<file path="src/rtl/torq_pkg.sv">
`timescale 1ns / 1ps
// ----------------------------------------------------------------------------
// torq_pkg
// Shared types, sizes and codes for the timestamp-ordered request queue.
// ----------------------------------------------------------------------------
package torq_pkg;

    localparam int DEPTH      = 16;
    localparam int STAMP_BITS = 16;
    localparam int PROC_BITS  = 8;
    localparam int CNT_W      = $clog2(DEPTH + 1);

    // request kinds
    localparam logic REQ_INSERT = 1'b0;
    localparam logic REQ_REMOVE = 1'b1;

    // result status codes
    localparam logic [1:0] ST_DONE      = 2'd0;
    localparam logic [1:0] ST_NOT_FOUND = 2'd1;
    localparam logic [1:0] ST_FULL      = 2'd2;

    typedef struct packed {
        logic [PROC_BITS-1:0]  proc_id;
        logic [STAMP_BITS-1:0] stamp;
    } entry_t;

    // broadcast from the top level to every cell
    typedef struct packed {
        logic   update;   // item accepted and it changes the queue if it applies
        logic   remove;   // 1 remove, 0 insert
        entry_t req;      // new entry / process id to remove
    } cell_ctrl_t;

    // true when key a is strictly greater than key b (stamp first, then id)
    function automatic logic key_after(entry_t a, entry_t b);
        if (a.stamp != b.stamp) begin
            return a.stamp > b.stamp;
        end
        return a.proc_id > b.proc_id;
    endfunction

endpackage

</file>
<file path="src/rtl/torq_cell.sv">
`timescale 1ns / 1ps
// ----------------------------------------------------------------------------
// torq_cell
// One slot of the sorted chain: holds an entry, decides locally whether to
// keep it, take the new entry, or take the left or right neighbor's entry.
// ----------------------------------------------------------------------------
module torq_cell (
    input  logic                aclk,
    input  torq_pkg::cell_ctrl_t ctrl,
    input  logic                occupied,    // slot index below the fill count
    input  torq_pkg::entry_t    left_entry,  // neighbor toward the head
    input  torq_pkg::entry_t    right_entry, // neighbor toward the tail
    input  logic                shift_in,    // left neighbor shifts on insert
    input  logic                hit_in,      // a match already seen nearer the head
    output logic                shift_out,
    output logic                hit_out,
    output torq_pkg::entry_t    entry,
    output torq_pkg::entry_t    entry_next
);
    import torq_pkg::*;

    entry_t entry_reg;
    logic   match;

    // insert: this slot moves when its key is after the new one or it is free
    assign shift_out = !occupied || key_after(entry_reg, ctrl.req);
    // remove: first matching slot and all slots behind it pull from the right
    assign match   = occupied && (entry_reg.proc_id == ctrl.req.proc_id);
    assign hit_out = hit_in || match;

    // next entry
    always_comb begin
        entry_next = entry_reg;
        if (ctrl.update) begin
            if (ctrl.remove) begin
                if (hit_out) begin
                    entry_next = right_entry;
                end
            end else if (shift_out) begin
                entry_next = shift_in ? left_entry : ctrl.req;
            end
        end
    end

    // payload storage, no reset needed
    always_ff @(posedge aclk) begin
        entry_reg <= entry_next;
    end

    assign entry = entry_reg;

endmodule

</file>
<file path="src/rtl/timestamp_ordered_request_queue.sv">
`timescale 1ns / 1ps
// ----------------------------------------------------------------------------
// timestamp_ordered_request_queue
// Bounded queue of requests kept sorted by (timestamp, process id).
// ----------------------------------------------------------------------------
// Usage:
//   Input stream (s_): each transfer is one request. s_tuser[0] selects
//   insert (0) or remove by process id (1); s_tdata carries the process id
//   and the timestamp (ignored on remove).
//   Result stream (m_): exactly one transfer per request, carrying the
//   status and head valid flag in m_tuser and the head entry and fill count
//   in m_tdata.
//   The result is registered and offered in the cycle after the request transfer.
//   Throughput: one request per cycle; every slot cell compares against the
//   request in parallel and shifts left or right in the same cycle, with the
//   first-match flag rippling along the chain of DEPTH cells.
//   A result waiting in the output register does not block the input as
//   long as m_tready takes it in the same cycle; with the receiver stalled,
//   s_tready drops and the held result stays unchanged.
//   Reset empties the queue (fill count zero) and drops any pending result;
//   slot contents are not cleared, they are never read before written.
// ----------------------------------------------------------------------------
module timestamp_ordered_request_queue (
    input  logic        aclk,
    input  logic        aresetn,
    input  logic        s_tvalid,
    output logic        s_tready,
    input  logic [23:0] s_tdata,   // [7:0] proc_id, [23:8] stamp
    input  logic [0:0]  s_tuser,   // [0] req_type
    output logic        m_tvalid,
    input  logic        m_tready,
    output logic [31:0] m_tdata,   // [7:0] head_proc, [23:8] head_stamp, [28:24] fill
    output logic [2:0]  m_tuser    // [1:0] status, [2] head_valid
);
    import torq_pkg::*;

    logic             accept;
    logic             full;
    cell_ctrl_t       ctrl;
    logic [CNT_W-1:0] held_reg, held_next;
    logic [1:0]       status;

    logic   occ   [DEPTH];
    logic   shift [DEPTH];
    logic   hit   [DEPTH];
    entry_t ent   [DEPTH];
    entry_t ent_n [DEPTH];

    logic        out_valid_reg;
    logic [31:0] out_data_reg;
    logic [2:0]  out_user_reg;
    entry_t      head;
    logic        head_valid;

    assign s_tready = !out_valid_reg || m_tready;
    assign accept   = s_tvalid && s_tready;
    assign full     = (held_reg == CNT_W'(DEPTH));

    // broadcast to the cells
    always_comb begin
        ctrl.remove      = s_tuser[0];
        ctrl.req.proc_id = s_tdata[7:0];
        ctrl.req.stamp   = s_tdata[23:8];
        ctrl.update      = accept && (ctrl.remove || !full);
    end

    // slot chain
    for (genvar i = 0; i < DEPTH; i++) begin : g_cell
        assign occ[i] = (CNT_W'(i) < held_reg);
        torq_cell u_cell (
            .aclk        (aclk),
            .ctrl        (ctrl),
            .occupied    (occ[i]),
            .left_entry  ((i == 0) ? ent[0] : ent[(i == 0) ? 0 : i - 1]),
            .right_entry (ent[(i == DEPTH - 1) ? i : i + 1]),
            .shift_in    ((i == 0) ? 1'b0 : shift[(i == 0) ? 0 : i - 1]),
            .hit_in      ((i == 0) ? 1'b0 : hit[(i == 0) ? 0 : i - 1]),
            .shift_out   (shift[i]),
            .hit_out     (hit[i]),
            .entry       (ent[i]),
            .entry_next  (ent_n[i])
        );
    end

    // status and next fill count
    always_comb begin
        held_next = held_reg;
        status    = ST_DONE;
        if (ctrl.remove) begin
            if (hit[DEPTH-1]) begin
                held_next = held_reg - CNT_W'(1);
            end else begin
                status = ST_NOT_FOUND;
            end
        end else if (full) begin
            status = ST_FULL;
        end else begin
            held_next = held_reg + CNT_W'(1);
        end
    end

    assign head_valid = (held_next != '0);
    assign head       = head_valid ? ent_n[0] : '0;

    // fill count
    always_ff @(posedge aclk) begin
        if (!aresetn) begin
            held_reg <= '0;
        end else if (accept) begin
            held_reg <= held_next;
        end
    end

    // output register
    always_ff @(posedge aclk) begin
        if (!aresetn) begin
            out_valid_reg <= 1'b0;
        end else if (s_tready) begin
            out_valid_reg <= s_tvalid;
        end
    end

    always_ff @(posedge aclk) begin
        if (accept) begin
            out_data_reg <= {3'b000, 5'(held_next), head.stamp, head.proc_id};
            out_user_reg <= {head_valid, status};
        end
    end

    assign m_tvalid = out_valid_reg;
    assign m_tdata  = out_data_reg;
    assign m_tuser  = out_user_reg;

    // checks
    a_fill_bound: assert property (@(posedge aclk) disable iff (!aresetn)
        held_reg <= CNT_W'(DEPTH))
        else $error("fill count above depth");

    a_head_flag: assert property (@(posedge aclk) disable iff (!aresetn)
        m_tvalid |-> (m_tuser[2] == (m_tdata[28:24] != 5'd0)))
        else $error("head valid flag disagrees with fill count");

    a_full_refusal: assert property (@(posedge aclk) disable iff (!aresetn)
        (m_tvalid && m_tuser[1:0] == ST_FULL) |-> (m_tdata[28:24] == 5'(DEPTH)))
        else $error("insert refused while not full");

    a_sorted_head: assert property (@(posedge aclk) disable iff (!aresetn)
        (held_reg >= CNT_W'(2)) |-> !key_after(ent[0], ent[1]))
        else $error("head pair out of key order");

endmodule

</file>
<file path="config.mk">
export PLATFORM = sky130hd
export DESIGN_NAME = timestamp_ordered_request_queue
export DESIGN_NICKNAME = d
export VERILOG_FILES = /design/src/rtl/torq_pkg.sv /design/src/rtl/torq_cell.sv /design/src/rtl/timestamp_ordered_request_queue.sv
export SDC_FILE = /design/constraint.sdc
export NUM_CORES = 1
export LEC_CHECK = 0
export BUFFER_PORTS_ARGS = -buffer_cell sky130_fd_sc_hd__buf_2
export CAP_MARGIN = 10
export CORE_MARGIN = 5
export CORE_UTILIZATION = 45
export DETAILED_ROUTE_END_ITERATION = 12
export GPL_ROUTABILITY_DRIVEN = 0
export HOLD_SLACK_MARGIN = 0.12
export PLACE_DENSITY_LB_ADDON = 0.1
export SETUP_SLACK_MARGIN = 0.4
export SLEW_MARGIN = 20
export SYNTH_ARGS = -nofsm -noshare
export SYNTH_HDL_FRONTEND = slang
export SYNTH_SLANG_ARGS = --single-unit
</file>
<file path="constraint.sdc">
create_clock -name aclk -period 4.7 [get_ports aclk]
set_input_delay 0.235 -clock aclk [delete_from_list [all_inputs] [get_ports aclk]]
set_output_delay 0.235 -clock aclk [all_outputs]
set_load 0.02 [all_outputs]
</file>
==> impl_metrics.env, run 1 <==
export IMPL_status="finished, final reports clean"
export IMPL_grt_overflow=0
export IMPL_holdWs_ns=0.2232
export IMPL_boundaryPins=66
export IMPL_routed_top_layer="met4"
export IMPL_hpwl_um=71100
export IMPL_synth_edf_count=392
export IMPL_remaining_drc_errors=0
export IMPL_numCtsBuffers=51
export IMPL_yosys_top_cells_area="edfxtp_1, ha_1, mux2i_1, o21ai_0, a21oi_1"
export IMPL_rows=94
export IMPL_clockBufferDepth=3
export IMPL_critPathKind="register to register"
export IMPL_met3_length_um=5236
export IMPL_tightest_slew_ns=0.9728
export IMPL_wl_met2_um=41720
export IMPL_design_core_area_um2=65980
export IMPL_syn_area_um2=30070
export IMPL_start_kind="register"
export IMPL_synthArstFlopShare=0
export IMPL_rsz0062_at_grt="no"
export IMPL_drt_first_pass_iters=5
export IMPL_crit_end="g_cell[4].u_cell.entry[9]"
export IMPL_wl_per_cell_um=23.81
export IMPL_startpoint="held_reg[4]"
export IMPL_dieHeight_um=268.5
export IMPL_antenna_found_initial=2
export IMPL_die_area_um2=72090
export IMPL_cts_resized=0
export IMPL_maxCapViolCount=0
export IMPL_yosys_warnings=0
export IMPL_final_hold_viol_count=0
export IMPL_grt_pass1_vias=25031
export IMPL_synth_area_per_cell_um2=10.08
export IMPL_required_ns=4.95
export IMPL_cts_sinks=422
export IMPL_cts_tree="yes"
export IMPL_drt_total_wl_um=93760
export IMPL_layout_min_cycle_time_ns=3.919
export IMPL_stdcell_count=3938
export IMPL_grt_pass1_wl_um=145400
export IMPL_r2r_end="g_cell[4].u_cell.entry[9]"
export IMPL_synth_top_area_cell="edfxtp_1"
export IMPL_arrival_ns=4.17
export IMPL_dr_first_iter_drc_count=2057
export IMPL_ys_types=76
export IMPL_syn_inst=2982
export IMPL_clock_skew_ns=0.01527
export IMPL_relSlewSlack=0.3514
export IMPL_r2r_slack_ns=0.78
export IMPL_cts_root_buf="clkbuf_16"
export IMPL_grt_use_total=0.2543
export IMPL_insertion_delay_ns=0.60
export IMPL_r2r_cells=7
export IMPL_largest_reg_flops=384
export IMPL_hp_class="input port to register"
export IMPL_start_util=0.4558
export IMPL_setup_viol=0
export IMPL_syn2layout_area_growth_pct=11.30
export IMPL_vias=24327
export IMPL_vdd_ir_drop_max_mv=0.2133
export IMPL_fin_nets=3451
export IMPL_max_freq_mhz=255.2
export IMPL_finalCritPeriodShare=0.8337
export IMPL_synth_seq_cells=422
export IMPL_maxSlewViolCount=0
export IMPL_cp_max_fo=24
export IMPL_numPortBuffers=62
export IMPL_leakagePower_nw=13.99
export IMPL_pwr_density_cell_nw_per_um2=343.3
export IMPL_fin_setup_tns_ns=0
export IMPL_yosysSeqAreaShare=0.4114
export IMPL_met1_length_um=43580
export IMPL_cp_end_kind="register"
export IMPL_rr_startpoint="held_reg[4]"
export IMPL_drtAntennaViolNets=0
export IMPL_synth_top_area_share=0.3914
export IMPL_synth_ff_type="edfxtp_1"
export IMPL_grt_max_degree=215
export IMPL_via_per_inst=6.178
export IMPL_dp_cells=3842
export IMPL_cts_clk_slew_worst_paths_ns=0.06
export IMPL_die_x_um=268.5
export IMPL_drive_gt1_frac=0.1051
export IMPL_htree_levels=2
export IMPL_fillers=6089
report_power, final:
part | switching (mW) | internal [mW]
sequential | 0.301 | 4.57
clock | 1.67 | 2.31
combinational | 1.60 | 1.04
total | 3.57 | 7.92
synthesized netlist by cell type (31+ instances only):
| library cell | count |
|---|---|
| a21oi_1 | 247 |
| nand4_1 | 77 |
| nor2b_1 | 48 |
| nor2_1 | 167 |
| edfxtp_1 | 392 |
| a22oi_1 | 31 |
| o21a_1 | 68 |
| clkbuf_1 | 139 |
| ha_1 | 388 |
| inv_1 | 89 |
| o21ai_0 | 289 |
| nor3_1 | 63 |
| nand2_1 | 294 |
| mux2i_1 | 285 |
how the worst min path moves through the flow:
stage	end	cells past startpoint	from
after floorplan	held_reg[0]	1	aresetn
after global placement	m_tvalid	3	s_tvalid
after detailed placement	m_tvalid	3	s_tvalid
after CTS	g_cell[3].u_cell.entry[23]	2	s_tuser
after global routing	g_cell[15].u_cell.entry[10]	3	s_tdata[18]
final	g_cell[3].u_cell.entry[23]	2	s_tuser
placed cells by master (no fill, tap or decap), types with 5 or more instances in the layout:
cell and count:
and2_1 25, a211oi_1 11, o21ai_1 5, a31oi_1 11
mux2_2 25, clkbuf_1 15, o22ai_1 29, o211ai_1 29
nor3_1 61, or3_1 6, nand2_1 294, buf_4 97
nor2_1 164, and3_1 7, nor2_2 23, nor2b_1 48
nand2b_1 15, mux2i_1 285, dfxtp_1 30, edfxtp_1 392
nand4_1 77, inv_1 88, clkinv_1 8, nand3_1 15
a21o_1 30, ha_1 388, buf_2 61, clkinvlp_4 5
a211o_1 5, a221oi_1 5, a221o_1 24, a21boi_0 6
a22oi_1 31, o21ai_0 287, o21a_1 68, a21oi_1 241
clkbuf_16 53
stage by stage:
stage          setup WS, ns    util  total power [mW]  area [µm²]
6_report             0.7814  0.5072             11.49       33470
5_1_grt              0.7266  0.5072             12.05       33470
4_1_cts              0.8987  0.5072             11.56       33470
3_5_place_dp         0.4702  0.4820             7.552       31800
3_3_place_gp         0.3243  0.4815             7.462       31770
2_1_floorplan        0.7255       -             6.651       30100
layout make-up:
cell class	count	area (µm²)	share of cell area
Timing Repair Buffer	167	1186	0.03544
Antenna cell	1	2.502	0.00007477
Sequential cell	422	12370	0.3697
Inverter	92	352.8	0.01054
Clock inverter	22	221.5	0.006617
Clock buffer	70	1410	0.04213
Multi-Input combinational cell	2300	16840	0.5032
Tap cell	864	1081	0.03230
critical path, stage by stage (launching register included):
cell and delay (ns):
dfxtp_1 0.88, or2_1 0.40, a21oi_1 0.14, nor3_1 0.27
nand4_1 0.25, nor3_1 0.74, a21oi_4 0.26, o221a_2 0.60
what timing repair did:
item / in CTS / in global routing
setup buffers: 0 / 0
hold buffers: 3 / 0
endpoints found under the hold margin: 6 / 0
logic make-up after synthesis:
| logic type | count (synthesis) | synth area share |
|---|---|---|
| compound gates | 834 | 0.1676 |
| simple gates | 762 | 0.1195 |
| flops | 422 | 0.4114 |
| fa+ha+maj | 388 | 0.1614 |
| mux | 311 | 0.1047 |
| buf+inv | 262 | 0.03470 |
| xor+xnor | 2 | 0.0005826 |
| other cells | 1 | 0.0001247 |
layer usage:
metal | vias to the layer above | global-route usage
li1 | 11362 | -
met1 | 12079 | 0.3654
met2 | 705 | 0.3992
met3 | 181 | 0.03230
met4 | 0 | 0.08773
met5 | - | 0
Note: power is estimated with default switching activity, not from simulation.
==> inputs of run 2 (changes only) <==
==> constraint.sdc (replaced) <==
create_clock -name aclk -period 3.6 [get_ports aclk]
set_input_delay 0.18 -clock aclk [delete_from_list [all_inputs] [get_ports aclk]]
set_output_delay 0.18 -clock aclk [all_outputs]
set_load 0.02 [all_outputs]
==> run 2 against run 1 <==
Compared with the run above: sequential cell count unchanged; non-clock buffer count up 105; die area did not move; global-route usage about the same; critical path type unchanged; largest power group unchanged; highest routed layer unchanged.
==> impl_metrics.env, run 2 (same netlist as run 1, synthesis figures left out) <==
export IMPL_pwr_density_cell_nw_per_um2=438.4
export IMPL_fin_nets=3559
export IMPL_cts_tree="yes"
export IMPL_rsz0062_at_grt="yes"
export IMPL_drt_first_pass_iters=6
export IMPL_grt_max_degree=198
export IMPL_dieHeight_um=268.5
export IMPL_htree_levels=2
export IMPL_layout_min_cycle_time_ns=3.372
export IMPL_leakagePower_nw=14.69
export IMPL_drt_total_wl_um=94880
export IMPL_cts_root_buf="clkbuf_16"
export IMPL_min_delay_start="m_tready"
export IMPL_hp_class="input port to register"
export IMPL_insertion_delay_ns=0.61
export IMPL_remaining_drc_errors=0
export IMPL_cts_sinks=422
export IMPL_fillers=5859
export IMPL_start_kind="register"
export IMPL_r2r_slack_ns=0.23
export IMPL_placed_cell_area_um2=32460
export IMPL_vdd_ir_drop_max_mv=0.3849
export IMPL_maxSlewViolCount=0
export IMPL_drive_gt1_frac=0.1537
export IMPL_maxCapViolCount=0
export IMPL_vias=24952
export IMPL_via_per_inst=6.167
export IMPL_die_x_um=268.5
export IMPL_cp_end_kind="register"
export IMPL_cts_clk_slew_worst_paths_ns=0.06
export IMPL_max_freq_mhz=296.6
export IMPL_required_ns=4.07
export IMPL_final_area_um2=35080
export IMPL_final_common_cell="edfxtp_1"
export IMPL_grt_pass1_wl_um=145200
export IMPL_die_area_um2=72090
export IMPL_syn2layout_area_growth_pct=16.66
export IMPL_critPathKind="register to register"
export IMPL_diodes=0
export IMPL_final_hold_viol_count=0
export IMPL_r2r_end="m_tdata[13]"
export IMPL_grt_pass1_vias=25246
export IMPL_dp_cells=3892
export IMPL_finalCritPeriodShare=0.9366
export IMPL_antenna_found_initial=0
export IMPL_largest_reg_flops=384
export IMPL_status="finished, final reports clean"
export IMPL_clock_skew_ns=0.02845
export IMPL_design_core_area_um2=65980
export IMPL_hpwl_um=71130
export IMPL_stdcell_count=4046
export IMPL_fin_setup_tns_ns=0
export IMPL_drtAntennaViolNets=0
export IMPL_boundaryPins=66
export IMPL_worstHoldEndpoint="held_reg[3]"
export IMPL_dr_first_iter_drc_count=2274
export IMPL_r2r_cells=16
export IMPL_hold_depth=5
export IMPL_layout_common_cells="edfxtp_1, ha_1, nand2_1"
export IMPL_wl_per_cell_um=23.45
export IMPL_start_util=0.4558
export IMPL_grt_use_total=0.2538
export IMPL_numPortBuffers=62
export IMPL_grt_overflow=0
export IMPL_numCtsBuffers=51
export IMPL_clockBufferDepth=3
export IMPL_arrival_ns=3.84
export IMPL_cp_max_fo=6
export IMPL_rr_startpoint="g_cell[2].u_cell.entry[21]"
export IMPL_tightest_slew_ns=0.9352
export IMPL_rows=94
export IMPL_relSlewSlack=0.3765
export IMPL_setup_viol=0
## run 2: final cells by class
class	instances	area (µm²)	area share
flip-flops and latches	422	12380	0.3528
well taps	864	1081	0.03082
inverters	92	354.1	0.01009
multi-input cells	2303	17280	0.4925
clock buffers	71	1423	0.04055
clock inverters	22	219.0	0.006242
repair buffers	272	2351	0.06702
## run 2: metrics by stage
step | worst slack, ns | hold WS [ns] | util | power [mW]
6_report | 0.2282 | 0.1667 | 0.5317 | 15.38
2_1_floorplan | 0.3828 | 0.3017 | - | 8.693
4_1_cts | 0.2837 | 0.1498 | 0.5248 | 15.30
3_3_place_gp | 0.03463 | 0.4403 | 0.4920 | 9.875
3_5_place_dp | -0.04149 | 0.4588 | 0.4920 | 9.981
5_1_grt | 0.1541 | 0.1936 | 0.5317 | 16.06
## run 2: how the worst max path moves through the flow
stage	start	to	slack [ns]	cells past startpoint
after floorplan	s_tdata[7]	g_cell[13].u_cell.entry[0]	0.38	10
after CTS	held_reg[4]	m_tdata[15]	0.28	15
final	g_cell[2].u_cell.entry[21]	m_tdata[13]	0.23	16
after detailed placement	s_tdata[9]	g_cell[11].u_cell.entry[12]	-0.04	13
after global routing	g_cell[7].u_cell.entry[21]	m_tdata[16]	0.15	16
after global placement	s_tdata[2]	m_tdata[0]	0.03	16
## run 2: critical path, cell delays in order, from the launching register on
cell and delay, ns:
edfxtp_1 0.40, ha_1 0.32, nand4_1 0.15, a211oi_2 0.06, buf_4 0.17, a2111oi_4 0.37, nand4_4 0.19, buf_6 0.19
nor2_4 0.16, buf_4 0.14, nor3_2 0.04, a311oi_2 0.43, nor4_4 0.10, buf_6 0.17, buf_6 0.12, buf_16 0.13
nor2_2 0.08
## run 2: timing repair
action / CTS / global route
endpoints found under the hold margin: 18 / 0
hold buffers: 4 / 0
gates resized for setup: 36 / 53
gates cloned: 4 / 1
pin swaps: 14 / 17
setup endpoints to repair: 288 / 378
buffers inserted: 28 / 24
## run 2: routing by layer
layer | part of all wire | up-vias | GRT usage
met5 | 0 | - | 0
met4 | 0.027 | 0 | 0.07478
met3 | 0.055 | 169 | 0.02966
met2 | 0.45 | 795 | 0.4005
met1 | 0.47 | 12415 | 0.3703
li1 | - | 11573 | -
## run 2: power breakdown
part	internal (mW)	switching (mW)
Clock	3.03	2.19
Sequential	5.97	0.384
Combinational	1.57	2.23
Total	10.6	4.81
==> inputs of run 3 (changes only) <==
--- a/config.mk
+++ b/config.mk
@@ -5,6 +5,7 @@
 export SDC_FILE = /design/constraint.sdc
 export NUM_CORES = 1
 export LEC_CHECK = 0
+export ABC_AREA = 1
 export BUFFER_PORTS_ARGS = -buffer_cell sky130_fd_sc_hd__buf_2
 export CAP_MARGIN = 10
 export CORE_MARGIN = 5
@@ -13,7 +14,7 @@
 export GPL_ROUTABILITY_DRIVEN = 0
 export HOLD_SLACK_MARGIN = 0.12
 export PLACE_DENSITY_LB_ADDON = 0.1
-export SETUP_SLACK_MARGIN = 0.4
+export SETUP_SLACK_MARGIN = 0.05
 export SLEW_MARGIN = 20
 export SYNTH_ARGS = -nofsm -noshare
 export SYNTH_HDL_FRONTEND = slang
==> constraint.sdc (replaced) <==
create_clock -name aclk -period 3.72 [get_ports aclk]
set_input_delay 0.186 -clock aclk [delete_from_list [all_inputs] [get_ports aclk]]
set_output_delay 0.186 -clock aclk [all_outputs]
set_load 0.02 [all_outputs]
==> run 3 against run 2 <==
Compared with the run above: worst setup slack improved by 0.13 ns; count of clock-buffer cells in the layout is 12 lower; largest cell class unchanged; sequential power decreased by 4.3%; clock power is 10% higher; combinational power rose by 5.3%; first-iteration DRC count increased by 19%; power rose by 2.9%; register-to-register slack gained 0.13 ns.
==> impl_metrics.env, run 3 <==
export IMPL_dr_first_iter_drc_count=2706
export IMPL_comb_power_share=0.253
export IMPL_maxCapViolCount=0
export IMPL_numCtsBuffers=52
export IMPL_synth_ff_type="edfxtp_1"
export IMPL_cts_root_buf="clkbuf_16"
export IMPL_clock_skew_ns=0.02361
export IMPL_use_met3=0.03410
export IMPL_yosysMostFrequentCell="nand2_1"
export IMPL_drt_total_wl_um=107500
export IMPL_drive_gt1_frac=0.08007
export IMPL_crit_family="buffers and inverters"
export IMPL_gr_usage_met2=0.4751
export IMPL_path_cells="dlygate4sd3_1, buf_2, inv_1, buf_4, ha_1, nand2_1, nor4_1, nor3b_1, a21o_1, nand2_1, o21ai_0, nor2_2, buf_4"
export IMPL_grt_max_degree=168
export IMPL_via_per_inst=5.615
export IMPL_yosys_top_cells_area="edfxtp_1, ha_1, nand2_1, nand3_1, o21ai_0"
export IMPL_finalCritPeriodShare=0.9044
export IMPL_max_freq_mhz=297.2
export IMPL_largest_reg_flops=384
export IMPL_syn_inst=4034
export IMPL_drtAntennaViolNets=0
export IMPL_insertion_delay_ns=0.62
export IMPL_seqCellArea_um2=12370
export IMPL_numPortBuffers=62
export IMPL_status="finished, final reports clean"
export IMPL_antenna_found_initial=5
export IMPL_fin_nets=4509
export IMPL_ys_top_cells_by_count="nand2_1, nand3_1, o21ai_0, inv_1, edfxtp_1"
export IMPL_die_area_um2=75630
export IMPL_syn_area_um2=31600
export IMPL_swShare=0.3266
export IMPL_fin_setup_tns_ns=0
export IMPL_cts_tree="yes"
export IMPL_layout_common_cells="nand2_1, nand3_1, o21ai_0"
export IMPL_clockPowerShare=0.363
export IMPL_post_cts_buffers=0
export IMPL_dp_cells=4961
export IMPL_boundaryPins=66
export IMPL_synthArstFlopShare=0
export IMPL_switchingPower_mw=5.168
export IMPL_wl_per_cell_um=21.19
export IMPL_cts_resized=0
export IMPL_ys_types=47
export IMPL_grt_overflow=0
export IMPL_vias=28492
export IMPL_multiInputGateArea_um2=16700
export IMPL_yosysSeqAreaShare=0.3915
export IMPL_leakagePower_nw=16.82
export IMPL_die_x_um=275.0
export IMPL_grt_use_total=0.2804
export IMPL_synth_seq_cells=422
export IMPL_hpwl_um=79000
export IMPL_critPathKind="input port to register"
export IMPL_relSlewSlack=0.4281
export IMPL_holdWs_ns=0.1596
export IMPL_cts_sinks=422
export IMPL_diodes=0
export IMPL_setup_viol=0
export IMPL_cp_max_fo=17
export IMPL_required_ns=4.06
export IMPL_design_core_area_um2=69790
export IMPL_start_kind="input port"
export IMPL_synth_top_area_share=0.3725
export IMPL_synth_edf_count=392
export IMPL_pwr_density_cell_nw_per_um2=444.1
export IMPL_syn2layout_area_growth_pct=12.74
export IMPL_grt_pass1_wl_um=164400
export IMPL_final_hold_viol_count=0
export IMPL_use_met1=0.3766
export IMPL_rows=97
export IMPL_remaining_drc_errors=0
export IMPL_vdd_ir_drop_max_mv=0.4082
export IMPL_start_util=0.4529
export IMPL_hp_class="input port to register"
export IMPL_cts_clk_slew_worst_paths_ns=0.06
export IMPL_cpMaxStageDelayCell="dlygate4sd3_1"
export IMPL_grt_pass1_vias=27470
export IMPL_yosys_warnings=0
export IMPL_fillers=6850
export IMPL_cp_end_kind="register"
export IMPL_maxSlewViolCount=0
export IMPL_worst_path_buf_inv=5
export IMPL_dieHeight_um=275.0
export IMPL_arrival_ns=3.71
export IMPL_final_common_cell="nand2_1"
export IMPL_slowest_delay_ns=0.52
export IMPL_drt_first_pass_iters=8
export IMPL_finalPower_mw=15.82
export IMPL_tightest_slew_ns=0.8578
export IMPL_synth_top_area_cell="edfxtp_1"
export IMPL_stdcell_count=5074
export IMPL_htree_levels=2
export IMPL_layout_min_cycle_time_ns=3.364
export IMPL_sequentialPowerShare=0.385
export IMPL_p_int_mw=10.65
export IMPL_rsz0062_at_grt="no"
export IMPL_synth_area_per_cell_um2=7.834
export IMPL_busiest_layer="met2"
export IMPL_clockBufferDepth=3
==> run 3: cell types whose count changed after synthesis, sizes merged, moves of 48 or more <==
cell	previous run	this run
nor3	64	9
clkbuf	139	189
nor2b	48	0
mux2i	285	0
o21ai	295	472
inv	91	454
nand2	294	1043
o21a	68	14
nand3	16	481
==> run 3: kinds of logic after synthesis <==
group           synth area share
compound gates            0.1355
xor+xnor               0.0005544
fa+ha+maj                 0.1536
buf+inv                  0.08184
flops                     0.3915
other cells            0.0001187
simple gates              0.2369
==> run 3: stage by stage <==
step	util	instance area, µm²	setup WS [ns]
floorplan	-	31630	0.1459
global placement	0.4811	33580	0.3516
detailed placement	0.4811	33580	0.2690
CTS	0.5105	35630	0.3528
global route	0.5105	35630	0.1525
finish	0.5105	35630	0.3558
==> run 3: layout make-up <==
| type | instances | area share |
|---|---|---|
| multi-input cells | 2942 | 0.4688 |
| flip-flops and latches | 422 | 0.3473 |
| repair buffers | 216 | 0.04966 |
| inverters | 458 | 0.04846 |
| clock buffers | 59 | 0.03786 |
| well taps | 940 | 0.03301 |
| clock inverters | 37 | 0.01496 |
==> run 3: worst paths after layout <==
check	startpoint	to	slack (ns)	depth (start not counted)
worst max-delay path	s_tdata[23]	g_cell[7].u_cell.entry[5]	0.36	13
worst min-delay path	s_tdata[21]	g_cell[1].u_cell.entry[13]	0.16	3
worst max register to register	held_reg[0]	g_cell[10].u_cell.entry[14]	0.36	12
worst min register to register	g_cell[0].u_cell.entry[15]	g_cell[0].u_cell.entry[15]	0.55	2
==> run 3: layer usage <==
layer,vias up,part of all wire
li1,13945,-
met2,889,0.47
met3,208,0.061
met4,0,0.035
met5,-,0
met1,13450,0.43
==> run 3: what timing repair did <==
| item | in CTS | in global routing |
|---|---|---|
| setup endpoints to repair | 0 | 0 |
| hold buffers | 17 | 0 |
| endpoints found under the hold margin | 38 | 0 |
==> run 3: power by group through the flow <==
stage               logic [mW]  clock network, mW  registers [mW]
detailed placement        3.95                  0            6.18
floorplan                 2.62                  0            6.13
finish                    4.00               5.74            6.08
global route              4.53               6.00            6.12
global placement          3.91                  0            6.18
CTS                       3.98               5.82            6.08
==> run 3: worst reg2reg max path: cells and delay by family (launching register included) <==
kind	cells	cell delay, ns
buffers and inverters	6	1.46
and+or+nand+nor	4	0.63
DFF	1	0.44
AOI/OAI and AO/OA	1	0.26
adders and majority gates	1	0.19
